[src/rtl/core/hpq_pkg.sv]
// hpq_pkg: shared constants, types and elaboration helpers for the 4-ary heap queue
// level geometry functions, status codes and the level memory command struct
// no dependencies
package hpq_pkg;

    localparam int DATA_W       = 32;
    localparam int DEF_CAPACITY = 64;
    localparam int DEF_ARITY    = 4;

    // widest index and level number over the supported parameter range
    localparam int IDX_MAX_W = 12;
    localparam int LVL_MAX_W = 4;

    localparam int PADDR_W = 2;
    localparam int PDATA_W = 32;

    localparam logic [PADDR_W-1:0] REG_HEAP_ORDER = 2'd0;

    localparam logic REQ_INSERT  = 1'b0;
    localparam logic REQ_EXTRACT = 1'b1;

    typedef enum logic [1:0] {
        ST_OK    = 2'd0,
        ST_FULL  = 2'd1,
        ST_EMPTY = 2'd2
    } t_status;

    typedef struct packed {
        logic                 rd_en;
        logic [LVL_MAX_W-1:0] rd_lvl;
        logic [IDX_MAX_W-1:0] rd_idx;
        logic                 wr_en;
        logic [LVL_MAX_W-1:0] wr_lvl;
        logic [IDX_MAX_W-1:0] wr_idx;
        logic [DATA_W-1:0]    wr_data;
    } t_mem_cmd;

    // global index of the first entry of a tree level
    function automatic int level_first(input int arity, input int lvl);
        int total;
        int pw;
        total = 0;
        pw    = 1;
        for (int k = 0; k < 32; k++) begin
            if (k < lvl) begin
                total = total + pw;
                pw    = pw * arity;
            end
        end
        return total;
    endfunction

    function automatic int num_levels(input int arity, input int capacity);
        int total;
        int pw;
        int n;
        total = 0;
        pw    = 1;
        n     = 0;
        for (int k = 0; k < 32; k++) begin
            if (total < capacity) begin
                total = total + pw;
                pw    = pw * arity;
                n     = n + 1;
            end
        end
        return n;
    endfunction

    // entries held by one level, the last level may be partial
    function automatic int level_size(input int arity, input int capacity, input int lvl);
        int pw;
        int rest;
        pw = 1;
        for (int k = 0; k < 32; k++) begin
            if (k < lvl) begin
                pw = pw * arity;
            end
        end
        rest = capacity - level_first(arity, lvl);
        return (pw < rest) ? pw : rest;
    endfunction

    // a sits strictly above b in the current order
    function automatic logic comes_before(input logic signed [DATA_W-1:0] a,
                                          input logic signed [DATA_W-1:0] b,
                                          input logic                     order);
        return order ? (a > b) : (a < b);
    endfunction

endpackage

[src/rtl/core/hpq_ram.sv]
// hpq_ram: generic simple dual port ram, one write and one registered read port
// parameter defaults come from hpq_pkg
module hpq_ram #(
    parameter int WIDTH = hpq_pkg::DATA_W,
    parameter int DEPTH = hpq_pkg::DEF_CAPACITY
) (
    input  logic                                           i_clk,
    input  logic                                           i_we,
    input  logic [((DEPTH > 1) ? $clog2(DEPTH) : 1)-1:0]   i_waddr,
    input  logic [WIDTH-1:0]                               i_wdata,
    input  logic                                           i_re,
    input  logic [((DEPTH > 1) ? $clog2(DEPTH) : 1)-1:0]   i_raddr,
    output logic [WIDTH-1:0]                               o_rdata
);

    logic [WIDTH-1:0] r_mem [DEPTH];
    logic [WIDTH-1:0] r_q;

    always_ff @(posedge i_clk) begin
        if (i_we) begin
            r_mem[i_waddr] <= i_wdata;
        end
        if (i_re) begin
            r_q <= r_mem[i_raddr];
        end
    end

    assign o_rdata = r_q;

endmodule

[src/rtl/core/hpq_cell.sv]
// hpq_cell: one tree level of the heap, owns that level's entries in a ram
// passes read data from deeper levels up the chain; uses hpq_pkg and hpq_ram
module hpq_cell #(
    parameter int ARITY    = hpq_pkg::DEF_ARITY,
    parameter int CAPACITY = hpq_pkg::DEF_CAPACITY,
    parameter int LEVEL    = 0
) (
    input  logic                        i_clk,
    input  logic                        i_rst_n,
    input  hpq_pkg::t_mem_cmd           i_cmd,
    input  logic [hpq_pkg::DATA_W-1:0]  i_rdata,
    output logic [hpq_pkg::DATA_W-1:0]  o_rdata
);
    import hpq_pkg::*;

    localparam int FIRST = level_first(ARITY, LEVEL);
    localparam int DEPTH = level_size(ARITY, CAPACITY, LEVEL);
    localparam int AW    = (DEPTH > 1) ? $clog2(DEPTH) : 1;

    logic                 w_rd_hit;
    logic                 w_wr_hit;
    logic [IDX_MAX_W-1:0] w_rd_off;
    logic [IDX_MAX_W-1:0] w_wr_off;
    logic [DATA_W-1:0]    w_q;
    logic                 r_hit;

    assign w_rd_hit = i_cmd.rd_en && (i_cmd.rd_lvl == LVL_MAX_W'(LEVEL));
    assign w_wr_hit = i_cmd.wr_en && (i_cmd.wr_lvl == LVL_MAX_W'(LEVEL));

    // global heap index to position inside this level
    assign w_rd_off = i_cmd.rd_idx - IDX_MAX_W'(FIRST);
    assign w_wr_off = i_cmd.wr_idx - IDX_MAX_W'(FIRST);

    hpq_ram #(
        .WIDTH (DATA_W),
        .DEPTH (DEPTH)
    ) u_ram (
        .i_clk   (i_clk),
        .i_we    (w_wr_hit),
        .i_waddr (w_wr_off[AW-1:0]),
        .i_wdata (i_cmd.wr_data),
        .i_re    (w_rd_hit),
        .i_raddr (w_rd_off[AW-1:0]),
        .o_rdata (w_q)
    );

    always_ff @(posedge i_clk) begin
        if (!i_rst_n) begin
            r_hit <= 1'b0;
        end else begin
            r_hit <= w_rd_hit;
        end
    end

    // this level answers the read it took last cycle, else the deeper one does
    assign o_rdata = r_hit ? w_q : i_rdata;

endmodule

[src/rtl/core/four_ary_heap_priority_queue.sv]
// four_ary_heap_priority_queue: top level, request sequencer, config register, level chain
// uses hpq_pkg and a chain of hpq_cell, one per tree level
//
// A d-ary heap priority queue of signed 32-bit words (ARITY children per node, CAPACITY
// entries). Register heap_order at byte address 0 picks min (0) or max (1) at the root.
// An item is taken when start is high and busy is low; its single result appears on the
// o_ ports for exactly one cycle with o_done high, and the receiver cannot stall it.
// Refused items (insert when full, extract when empty) and an extract that leaves the
// heap empty answer in the cycle after being taken. An insert climbs level by level: it
// reads the parent, writes the current slot with the parent entry or the new value, and
// writes the root directly when it gets there. An extract reads the last entry, which then
// sinks from the root; the children of a node are read one per cycle from the level ram
// and compared with the moved entry before that node is settled.
// Write heap_order only while busy is low and no result is pending.
module four_ary_heap_priority_queue #(
    parameter int CAPACITY = hpq_pkg::DEF_CAPACITY,
    parameter int ARITY    = hpq_pkg::DEF_ARITY
) (
    input  logic                                 i_clk,
    input  logic                                 i_rst_n,
    // request channel
    input  logic                                 start,
    output logic                                 busy,
    input  logic                                 i_req_type,
    input  logic signed [hpq_pkg::DATA_W-1:0]    i_value,
    // result channel
    output logic                                 o_done,
    output logic [1:0]                           o_status,
    output logic signed [hpq_pkg::DATA_W-1:0]    o_removed_value,
    output logic [$clog2(CAPACITY+1)-1:0]        o_entry_count,
    output logic signed [hpq_pkg::DATA_W-1:0]    o_root_value,
    output logic                                 o_root_valid,
    // configuration port
    input  logic                                 psel,
    input  logic                                 penable,
    input  logic                                 pwrite,
    input  logic [hpq_pkg::PADDR_W-1:0]          paddr,
    input  logic [hpq_pkg::PDATA_W-1:0]          pwdata,
    output logic [hpq_pkg::PDATA_W-1:0]          prdata,
    output logic                                 pready
);
    import hpq_pkg::*;

    localparam int IW    = $clog2(CAPACITY);
    localparam int CW    = $clog2(CAPACITY + 1);
    localparam int NLEV  = num_levels(ARITY, CAPACITY);
    localparam int LW    = $clog2(NLEV);
    localparam int JW    = $clog2(ARITY + 1);
    localparam int XW    = $clog2(CAPACITY * ARITY + ARITY + 1);
    // parent index by reciprocal multiply, exact for every index below 2**IW
    localparam int PS    = IW + 4;
    localparam int RECIP = (2 ** PS + ARITY - 1) / ARITY;
    localparam int PW    = IW + PS;

    typedef enum logic [2:0] {
        S_IDLE,
        S_UP,
        S_UP_CMP,
        S_LAST,
        S_LAST_WAIT,
        S_DN
    } t_state;

    t_state                    r_state;
    logic [CW-1:0]             r_count;
    logic                      r_order;
    logic                      r_done;
    t_status                   r_status;
    logic signed [DATA_W-1:0]  r_removed;
    logic signed [DATA_W-1:0]  r_root;
    logic [IW-1:0]             r_g;
    logic [LW-1:0]             r_lvl;
    logic signed [DATA_W-1:0]  r_carry;
    logic signed [DATA_W-1:0]  r_best;
    logic [IW-1:0]             r_best_idx;
    logic                      r_found;
    logic [JW-1:0]             r_j;
    logic                      r_pend;
    logic [IW-1:0]             r_pend_idx;

    t_mem_cmd                  w_cmd;
    logic [DATA_W-1:0]         w_chain [NLEV+1];
    logic signed [DATA_W-1:0]  w_rd;
    logic [PW-1:0]             w_pprod;
    logic [IW-1:0]             w_parent;
    logic [XW-1:0]             w_child;
    logic                      w_issue;
    logic [CW-1:0]             w_tail;
    logic [NLEV-1:0]           w_ge;
    logic [LW-1:0]             w_tail_lvl;
    logic                      w_up_swap;
    logic                      w_dn_better;
    logic                      w_cfg_wr;

    // ---------------------------------------------------------------- level chain
    assign w_chain[NLEV] = '0;

    for (genvar k = 0; k < NLEV; k++) begin : g_lvl
        hpq_cell #(
            .ARITY    (ARITY),
            .CAPACITY (CAPACITY),
            .LEVEL    (k)
        ) u_cell (
            .i_clk   (i_clk),
            .i_rst_n (i_rst_n),
            .i_cmd   (w_cmd),
            .i_rdata (w_chain[k+1]),
            .o_rdata (w_chain[k])
        );
    end

    assign w_rd = signed'(w_chain[0]);

    // ---------------------------------------------------------------- index math
    assign w_pprod  = PW'(r_g - IW'(1)) * PW'(RECIP);
    assign w_parent = w_pprod[PS +: IW];
    assign w_child  = XW'(r_g) * XW'(ARITY) + XW'(1) + XW'(r_j);

    // level of the slot an item starts from: the new tail or the last entry
    assign w_tail = (i_req_type == REQ_INSERT) ? r_count : (r_count - CW'(1));

    for (genvar k = 0; k < NLEV; k++) begin : g_ge
        localparam int FK = level_first(ARITY, k);
        if (k == 0) begin : g_root
            assign w_ge[k] = 1'b0;
        end else begin : g_deep
            assign w_ge[k] = (32'(w_tail) >= 32'(FK));
        end
    end

    assign w_tail_lvl  = LW'($countones(w_ge));

    assign w_up_swap   = comes_before(r_carry, w_rd, r_order);
    assign w_dn_better = comes_before(w_rd, r_best, r_order);
    assign w_issue     = (r_state == S_DN) && (r_j != JW'(ARITY)) &&
                         (w_child < XW'(r_count));

    // ---------------------------------------------------------------- memory command
    always_comb begin
        w_cmd = '0;
        unique case (r_state)
            S_UP: begin
                if (r_g == '0) begin
                    w_cmd.wr_en   = 1'b1;
                    w_cmd.wr_lvl  = LVL_MAX_W'(r_lvl);
                    w_cmd.wr_idx  = '0;
                    w_cmd.wr_data = r_carry;
                end else begin
                    w_cmd.rd_en  = 1'b1;
                    w_cmd.rd_lvl = LVL_MAX_W'(r_lvl) - LVL_MAX_W'(1);
                    w_cmd.rd_idx = IDX_MAX_W'(w_parent);
                end
            end
            S_UP_CMP: begin
                w_cmd.wr_en   = 1'b1;
                w_cmd.wr_lvl  = LVL_MAX_W'(r_lvl);
                w_cmd.wr_idx  = IDX_MAX_W'(r_g);
                w_cmd.wr_data = w_up_swap ? w_rd : r_carry;
            end
            S_LAST: begin
                w_cmd.rd_en  = 1'b1;
                w_cmd.rd_lvl = LVL_MAX_W'(r_lvl);
                w_cmd.rd_idx = IDX_MAX_W'(r_g);
            end
            S_DN: begin
                if (w_issue) begin
                    w_cmd.rd_en  = 1'b1;
                    w_cmd.rd_lvl = LVL_MAX_W'(r_lvl) + LVL_MAX_W'(1);
                    w_cmd.rd_idx = IDX_MAX_W'(w_child[IW-1:0]);
                end else if (!r_pend) begin
                    // all children compared: settle this node
                    w_cmd.wr_en   = 1'b1;
                    w_cmd.wr_lvl  = LVL_MAX_W'(r_lvl);
                    w_cmd.wr_idx  = IDX_MAX_W'(r_g);
                    w_cmd.wr_data = r_found ? r_best : r_carry;
                end
            end
            default: begin
            end
        endcase
    end

    // ---------------------------------------------------------------- sequencer
    assign w_cfg_wr = psel && penable && pwrite && pready && (paddr == REG_HEAP_ORDER);

    always_ff @(posedge i_clk) begin
        if (!i_rst_n) begin
            r_state   <= S_IDLE;
            r_count   <= '0;
            r_order   <= 1'b0;
            r_done    <= 1'b0;
            r_pend    <= 1'b0;
            r_found   <= 1'b0;
            r_status  <= ST_OK;
            r_removed <= '0;
        end else begin
            r_done <= 1'b0;

            if (w_cfg_wr) begin
                r_order <= pwdata[0];
            end

            // shadow of the root entry
            if (w_cmd.wr_en && (w_cmd.wr_idx == '0)) begin
                r_root <= signed'(w_cmd.wr_data);
            end

            unique case (r_state)
                S_IDLE: begin
                    if (start) begin
                        r_removed <= '0;
                        r_status  <= ST_OK;
                        unique case (i_req_type)
                            REQ_INSERT: begin
                                if (r_count == CW'(CAPACITY)) begin
                                    r_status <= ST_FULL;
                                    r_done   <= 1'b1;
                                end else begin
                                    r_count <= r_count + CW'(1);
                                    r_g     <= r_count[IW-1:0];
                                    r_lvl   <= w_tail_lvl;
                                    r_carry <= i_value;
                                    r_state <= S_UP;
                                end
                            end
                            REQ_EXTRACT: begin
                                if (r_count == '0) begin
                                    r_status <= ST_EMPTY;
                                    r_done   <= 1'b1;
                                end else begin
                                    r_removed <= r_root;
                                    r_count   <= r_count - CW'(1);
                                    if (r_count == CW'(1)) begin
                                        r_done <= 1'b1;
                                    end else begin
                                        r_g     <= w_tail[IW-1:0];
                                        r_lvl   <= w_tail_lvl;
                                        r_state <= S_LAST;
                                    end
                                end
                            end
                        endcase
                    end
                end
                S_UP: begin
                    if (r_g == '0) begin
                        r_done  <= 1'b1;
                        r_state <= S_IDLE;
                    end else begin
                        r_pend_idx <= w_parent;
                        r_state    <= S_UP_CMP;
                    end
                end
                S_UP_CMP: begin
                    if (w_up_swap) begin
                        r_g     <= r_pend_idx;
                        r_lvl   <= r_lvl - LW'(1);
                        r_state <= S_UP;
                    end else begin
                        r_done  <= 1'b1;
                        r_state <= S_IDLE;
                    end
                end
                S_LAST: begin
                    r_state <= S_LAST_WAIT;
                end
                S_LAST_WAIT: begin
                    // last entry goes to the root and sinks from there
                    r_carry <= w_rd;
                    r_best  <= w_rd;
                    r_found <= 1'b0;
                    r_g     <= '0;
                    r_lvl   <= '0;
                    r_j     <= '0;
                    r_pend  <= 1'b0;
                    r_state <= S_DN;
                end
                S_DN: begin
                    if (w_issue) begin
                        r_j        <= r_j + JW'(1);
                        r_pend     <= 1'b1;
                        r_pend_idx <= w_child[IW-1:0];
                    end else begin
                        r_pend <= 1'b0;
                    end

                    if (r_pend && w_dn_better) begin
                        r_best     <= w_rd;
                        r_best_idx <= r_pend_idx;
                        r_found    <= 1'b1;
                    end

                    if (!w_issue && !r_pend) begin
                        if (r_found) begin
                            r_g     <= r_best_idx;
                            r_lvl   <= r_lvl + LW'(1);
                            r_best  <= r_carry;
                            r_found <= 1'b0;
                            r_j     <= '0;
                        end else begin
                            r_done  <= 1'b1;
                            r_state <= S_IDLE;
                        end
                    end
                end
                default: begin
                    r_state <= S_IDLE;
                end
            endcase
        end
    end

    // ---------------------------------------------------------------- outputs
    assign busy            = (r_state != S_IDLE);
    assign o_done          = r_done;
    assign o_status        = r_status;
    assign o_removed_value = r_removed;
    assign o_entry_count   = r_count;
    assign o_root_valid    = (r_count != '0);
    assign o_root_value    = o_root_valid ? r_root : '0;

    assign pready = 1'b1;
    assign prdata = (paddr == REG_HEAP_ORDER) ? PDATA_W'(r_order) : '0;

endmodule
[config.mk]
export PLATFORM = sky130hd
export DESIGN_NAME = four_ary_heap_priority_queue
export DESIGN_NICKNAME = d
export VERILOG_FILES = /design/src/rtl/core/hpq_pkg.sv /design/src/rtl/core/hpq_ram.sv /design/src/rtl/core/hpq_cell.sv /design/src/rtl/core/four_ary_heap_priority_queue.sv
export SDC_FILE = /design/constraint.sdc
export NUM_CORES = 2
export LEC_CHECK = 0
export BUFFER_PORTS_ARGS = -buffer_cell sky130_fd_sc_hd__clkbuf_2
export CELL_PAD_IN_SITES_DETAIL_PLACEMENT = 1
export CELL_PAD_IN_SITES_GLOBAL_PLACEMENT = 1
export CORE_MARGIN = 5
export CORE_UTILIZATION = 30
export DETAILED_ROUTE_END_ITERATION = 16
export GPL_ROUTABILITY_DRIVEN = 0
export PLACE_DENSITY_LB_ADDON = 0.1
export SYNTH_ARGS = -nofsm -noshare
export SYNTH_HDL_FRONTEND = slang
export SYNTH_SLANG_ARGS = --single-unit
[constraint.sdc]
create_clock -name i_clk -period 7 [get_ports i_clk]
set_input_delay 1.4 -clock i_clk [delete_from_list [all_inputs] [get_ports i_clk]]
set_output_delay 1.4 -clock i_clk [all_outputs]
set_load 0.02 [all_outputs]
---- Word-level counts from Yosys, hierarchy flattened ----
Memories as Yosys holds them, arrays and structs flattened. A register that Yosys moved wholly into a read port is not among the register bits.
Cells that the tools add are included.
storage, ports and cells
  input bits .............................. 73
  memories kept ........................... 4
  bits in writable memories ............... 2048
  register bits ........................... 171
cells by class
  bitwise operators ....................... 1
  add/subtract/negate cells ............... 18
  mux-type cells .......................... 93
  $lt $le $gt $ge ......................... 8
  reductions and logical operators ........ 40
  eq/ne operators ......................... 28
memories
  name                         depth  width  rd ports  clocked after Yosys merged registers in  wr ports  RTL line       source
  g_lvl[3].u_cell.u_ram.r_mem  43     32     1         1                                        1         hpq_ram.sv:16  logic [WIDTH-1:0] r_mem [DEPTH];
  g_lvl[2].u_cell.u_ram.r_mem  16     32     1         1                                        1         hpq_ram.sv:16
  g_lvl[1].u_cell.u_ram.r_mem  4      32     1         1                                        1         hpq_ram.sv:16
  g_lvl[0].u_cell.u_ram.r_mem  1      32     1         1                                        1         hpq_ram.sv:16
operators by type and width
  cell                 count
  $mux 32              15
  $mux 49              3
  $pmux 49 s3          1
  $pmux 32 s2          2
  $gt 32x32->1         2
  $lt 32x32->1         2
  $mux 6               9
  $pmux 17 s3          1
  $mux 17              2
  $mux 3               9
  $mux 1               25
  $pmux 6 s2           2
  $pmux 6 s4           1
  $mux 7               3
  $ne 2x2->1 const B   10
  $mux 2               9
  $pmux 3 s6           1
  $eq 4x2->1 const B   4
  $logic_and 1x1->1    16
  $pmux 7 s2           1
  $logic_not 12->1     1
  $ne 3x3->1 const B   4
  $pmux 3 s2           2
  $sub 6x5->6 const B  2
  other kinds (45)     61

---- Depth between registers and ports, before layout ----
  depth in word-level cells ............... 12
  mapped depth ............................ 31
  mapped depth without buffers ............ 21

---- Cells and area by module ----
A second synthesis with hierarchy kept.
unflattened totals
  cell total of the unflattened synthesis .. 5052
  area total of the unflattened synthesis .. 95644.2 um2
by module, submodules not included
  module                            cells an instance  times used  seq. area each (um2)  area each (um2)
  hpq_ram at g_lvl[3].u_cell.u_ram  2602               1           42280.6               54370.9
  hpq_ram at g_lvl[2].u_cell.u_ram  838                1           16335.7               20155.6
  four_ary_heap_priority_queue      1134               1           4534.3                10876.7
  hpq_ram at g_lvl[1].u_cell.u_ram  203                1           4804.6                5650.4
  hpq_ram at g_lvl[0].u_cell.u_ram  64                 1           1921.8                1921.8
  hpq_cell at g_lvl[3].u_cell       66                 1           20.0                  753.2
  hpq_cell at g_lvl[2].u_cell       57                 1           20.0                  695.7
  hpq_cell at g_lvl[1].u_cell       46                 1           20.0                  624.3
  hpq_cell at g_lvl[0].u_cell       42                 1           20.0                  595.6

---- Least setup slack after synthesis ----
No wires, ideal clock.
  path type ............................... register to register
  start point ............................. register r_j[2]
  end point ............................... register g_lvl[2].u_cell.u_ram.r_q[0] (read register of g_lvl[2].u_cell.u_ram.r_mem), data pin
  library setup time ...................... 0.272 ns
  buffers on the path ..................... 10
  cell stages (with the launch flop) ...... 29
  slack ................................... 0.435 ns
  clock period less this slack ............ 6.565 ns
  arrival time ............................ 6.293 ns
  path through ............................ edfxtp_1 > ha_1 > a21oi_1 > nand2b_1 > xnor2_1 > ha_1 > a211oi_1 > o21ai_0 > o2111ai_1 > and2_1 > buf_4 > ha_1 > nand2_1 > a21oi_1 > o21ai_0 > o31ai_4 > inv_2 > buf_2 > buf_2 > buf_2 > buf_2 > ha_1 > clkbuf_1 > clkbuf_1 > clkbuf_1 > buf_1 > clkbuf_1 > mux4_2 > mux4_2
between the ends
  cells in the longest elaborated chain, start to end .. 7
RTL lines
  what                                                    RTL line                                                                  source
  start, declared                                         four_ary_heap_priority_queue.sv:77                                        logic [JW-1:0] r_j;
  start signal, assigned                                  four_ary_heap_priority_queue.sv:280                                       r_j <= r_j + JW'(1);
  $add 9x3->9 / $ne 3x3->1 (equally long branches)        four_ary_heap_priority_queue.sv:117, four_ary_heap_priority_queue.sv:135
  $lt 9x7->1 / $logic_and 1x1->1 (equally long branches)  four_ary_heap_priority_queue.sv:136, four_ary_heap_priority_queue.sv:135
  $logic_and 1x1->1                                       four_ary_heap_priority_queue.sv:135                                       assign w_issue = (r_state == S_DN) && (r_j != JW'(ARITY)) &&
  $mux 17 *                                               four_ary_heap_priority_queue.sv:166                                       if (w_issue) begin
  $pmux 17 s3 *                                           four_ary_heap_priority_queue.sv:141                                       unique case (r_state)
  branches (longest 2 deep; another with $sub 4x3->4)     --
  end, declared                                           hpq_ram.sv:17                                                             logic [WIDTH-1:0] r_q;
Mark *: on every way between the ends.
A chain may end at the register's enable or synchronous reset.

---- Final worst setup path ----
  start point ............................. register r_j[2]
  end point ............................... register g_lvl[3].u_cell.u_ram.r_q[26] (read register of g_lvl[3].u_cell.u_ram.r_mem), data pin
between the ends
  cells in the longest elaborated chain, start to end .. 7
RTL lines
  what                                                    RTL line
  $add 9x3->9 / $ne 3x3->1 (equally long branches)        four_ary_heap_priority_queue.sv:117, four_ary_heap_priority_queue.sv:135
  $lt 9x7->1 / $logic_and 1x1->1 (equally long branches)  four_ary_heap_priority_queue.sv:136, four_ary_heap_priority_queue.sv:135
  $logic_and 1x1->1                                       four_ary_heap_priority_queue.sv:135
  $mux 17 *                                               four_ary_heap_priority_queue.sv:166
  $pmux 17 s3 *                                           four_ary_heap_priority_queue.sv:141
  branches (longest 2 deep; another with $sub 6x5->6)     --
  end, declared                                           hpq_ram.sv:17
Marked as above.

==> impl_results.md <==
- Status: completed
- Synth cell types: 71
- Slew Limit Fails: 0
- Sum Neg Setup Slack: 0 ns
- Layout area overhead: 18.6%
- Setup bufs post-CTS: 0
- Port Buffer Count: 118
- Final setup viols: 0
- Post-Layout Cell Count: about 9600
- Top cells by area in the synthesized netlist: edfxtp_1, mux4_2, nand2_1
- # clock sinks: about 2300
- Worst-margin pin slew: between 1 and 1.5 ns
- Total GRT Usage: around 18%
- Synth async-reset ratio: 0%
- # DRC: 0
- GR Overflow Total: 0
- Top cell type's share of synthesized area: about 74%
- Kind of critical path: reg2reg
- Bufs on Longest Clock Path: 4
- Dpl cell area: slightly above 100000 um2
- Mapped Avg Cell Area: approximately 19 um2
- Post-synth EDFFs: 2295
- Post-synth top flop: edfxtp_1
- CTS HTree Levels: 5
- GR Util met1: between 20% and 30%
- Comb pwr share: 32.3%
- Sw Pwr: 14600 uW
- Final period utilization: between 90% and 100%
- Internal: roughly 30000 uW
- Die ar.: about 320000 um2
- Grt met3 use: under 10%
- Count leader, synth: edfxtp_1
- First-pass GRT wire length: 408 mm
- Worst EP required: approximately 7.6 ns
- Cts hold-fix bufs: 0
- Fmax: 0.156 GHz
- Endpoint class of the critical path: flip-flop
- Antenna Nets Post-Route: 0
- DR WL/cell: a little over 30 um
- Initial Util: between 30 and 40%
- Row count: between 200 and 250
- CP Launch Type: flip-flop
- Chip Width: around 570 um
- Post-Syn Instances: just under 5000
- Layer with the highest usage: met2
- Initial drt markers: about 4000
- Routed wire length: 291 mm
- Unrepaired setup endpoints after global routing: false
- Final #Nets: around 5400
- GR Util met2: between 20% and 30%
- Post-Synthesis Cell Area: 93200 um2
- Post-synth top cells: edfxtp_1, mux4_2, nand2_1
- Warnings from Yosys: 0
- TritonRoute pass-1 iters: 8
- P_leak: about 0.036 uW
- Final core utilization: around 36%
- Seq/Total Area, Yosys: around three quarters
- Worst-path clk slew: 0.06 ns
- Seq cells post-synth: 2347
- Post-CTS resize count: 0
- Dpl cells: ~9100
- Initial antenna violation count: 18
- Hold Vio Cnt, Final: 0
- Final Critical Period: around 6.4 ns
- Die height: 567 um
- Hold Crit Class: reg2reg
- Clock Latency Late Sink: approximately 0.85 ns
- Clock skew: 0.0558 ns
- Reg power frac: 36.9%
- Sw Ratio: between 30% and 40%
- Pin count of the biggest net entering global routing: 84
- Layout cell share with drive strength beyond 1: between 20% and 30%
- Crit path max fanout: 21
- CTS tree: yes
- IO Count: 182
- Max_cap viols: 0
- Critical path arrival: roughly 7 ns
- Clock share of power: 30.8%
- Vias in the first global route: just over 50000
- Cell area after layout: between 100000 and 150000 um2
- Drt via density: ~5.0
- HPWL after DPL: around 170 mm
- Core box area: 309000 um2
- Total number of vias: about 48000
- Clock root buffer: clkbuf_16
- Power Density: around 400 nW/um2
- TritonCTS buffer count: around 280
- Area leader, netlist: edfxtp_1
- Hold WS: 0.415 ns
- Max-slew headroom: around a quarter
- Worst vdd ir: ~0.37 mV
-- final cells by class --
cell class	instances	area, um2
Sequential cell	2347	70000
Timing Repair Buffer	397	3890
Tap cell	4120	5150
Fill cell	30191	199000
Clock buffer	357	7430
Inverter	120	458
Multi-Input combinational cell	2103	22600
Clock inverter	125	985
Antenna cell	7	17.5
-- placed cells by master, fill, tap and decap left out, types with 12 or more instances in the layout --
| cell | instances |
|---|---|
| nor2_4 | 48 |
| clkinv_1 | 60 |
| ha_1 | 86 |
| mux4_2 | 544 |
| nand4_1 | 14 |
| edfxtp_1 | 2295 |
| nor3_1 | 19 |
| buf_4 | 183 |
| clkinv_2 | 32 |
| and3_1 | 37 |
| a31oi_1 | 72 |
| a222oi_1 | 31 |
| buf_12 | 96 |
| clkbuf_1 | 67 |
| nand3_1 | 12 |
| clkbuf_2 | 118 |
| nand2_1 | 386 |
| conb_1 | 32 |
| xnor2_1 | 19 |
| a22oi_1 | 69 |
| dfxtp_1 | 49 |
| o221ai_4 | 32 |
| mux2i_1 | 96 |
| o21ai_0 | 32 |
| inv_1 | 118 |
| and2_2 | 20 |
| a21o_1 | 24 |
| a21oi_1 | 152 |
| nor2_1 | 215 |
| clkbuf_16 | 283 |
| bufinv_16 | 12 |
| and2_1 | 37 |
-- metal layers --
metal / part of all wire, % / wire length, um
met5: 0.0028 / 8
met3: 5.5 / 16100
met1: 45 / 132000
met4: 3.0 / 8670
met2: 46 / 134000
-- cells by family after synthesis --
kind of cell,after synthesis,synth area share [%]
mux,642,14.2
fa+ha+maj,88,1.19
buf+inv,413,1.95
xor+xnor,30,0.290
other cells,2,0.00806
flops,2347,75.1
compound gates,467,3.36
simple gates,844,3.91
-- per-stage QoR --
step	setup slack [ns]	total power, uW
after floorplan	0.435	24800
after global placement	0.546	31500
after detailed placement	0.606	31500
after CTS	0.557	45400
after global routing	0.211	46500
final	0.608	44400
-- power groups by stage --
stage                     sequential, uW  clock (uW)  combinational [uW]
final                              16400       13700               14300
after detailed placement           16700           0               14800
after global placement             16700           0               14800
after CTS                          16400       14100               14900
after global routing               16400       14700               15400
after floorplan                    16700           0                8070
-- worst max-delay path, cell delays in order (launching register included) --
cell       delay, ns
edfxtp_1        0.45
ha_1            0.38
a21oi_1         0.11
nand2b_1        0.17
xnor2_1         0.48
ha_1            0.35
a211oi_1        0.23
o21ai_0         0.15
o2111ai_1       0.17
and2_1          0.19
ha_1            0.22
nand2_1         0.08
a21oi_1         0.14
o21ai_0         0.14
o31ai_4         0.14
inv_8           0.13
ha_4            0.58
buf_12          0.25
mux4_2          0.33
mux2i_1         0.42
mux2i_1         0.35
mux4_2          0.59
-- final timing paths --
path	from	endpoint	slack (ns)	cells past startpoint
worst max-delay path	r_j[2]	g_lvl[3].u_cell.u_ram.o_rdata[26]	0.61	21
worst min-delay path	g_lvl[0].u_cell.u_ram.r_mem[0][0]	g_lvl[0].u_cell.u_ram.o_rdata[0]	0.42	0
worst max register to register	r_j[2]	g_lvl[3].u_cell.u_ram.o_rdata[26]	0.61	21
worst min register to register	g_lvl[0].u_cell.u_ram.r_mem[0][0]	g_lvl[0].u_cell.u_ram.o_rdata[0]	0.42	0
-- sequential cells by signal, summed over array words and instances, names as in the netlist, 2 cells and up --
| signal | count |
|---|---|
| r_best_idx | 6 |
| r_best | 32 |
| r_carry | 32 |
| g_lvl.u_cell.r_hit | 4 |
| o_status | 2 |
| r_lvl | 2 |
| r_root | 32 |
| r_j | 3 |
| g_lvl.u_cell.u_ram.r_mem | 2048 |
| o_entry_count | 7 |
| r_pend_idx | 6 |
| g_lvl.u_cell.u_ram.o_rdata | 128 |
| r_state | 3 |
| r_g | 6 |
| o_removed_value | 32 |
Power figures use the tool's default switching activity.
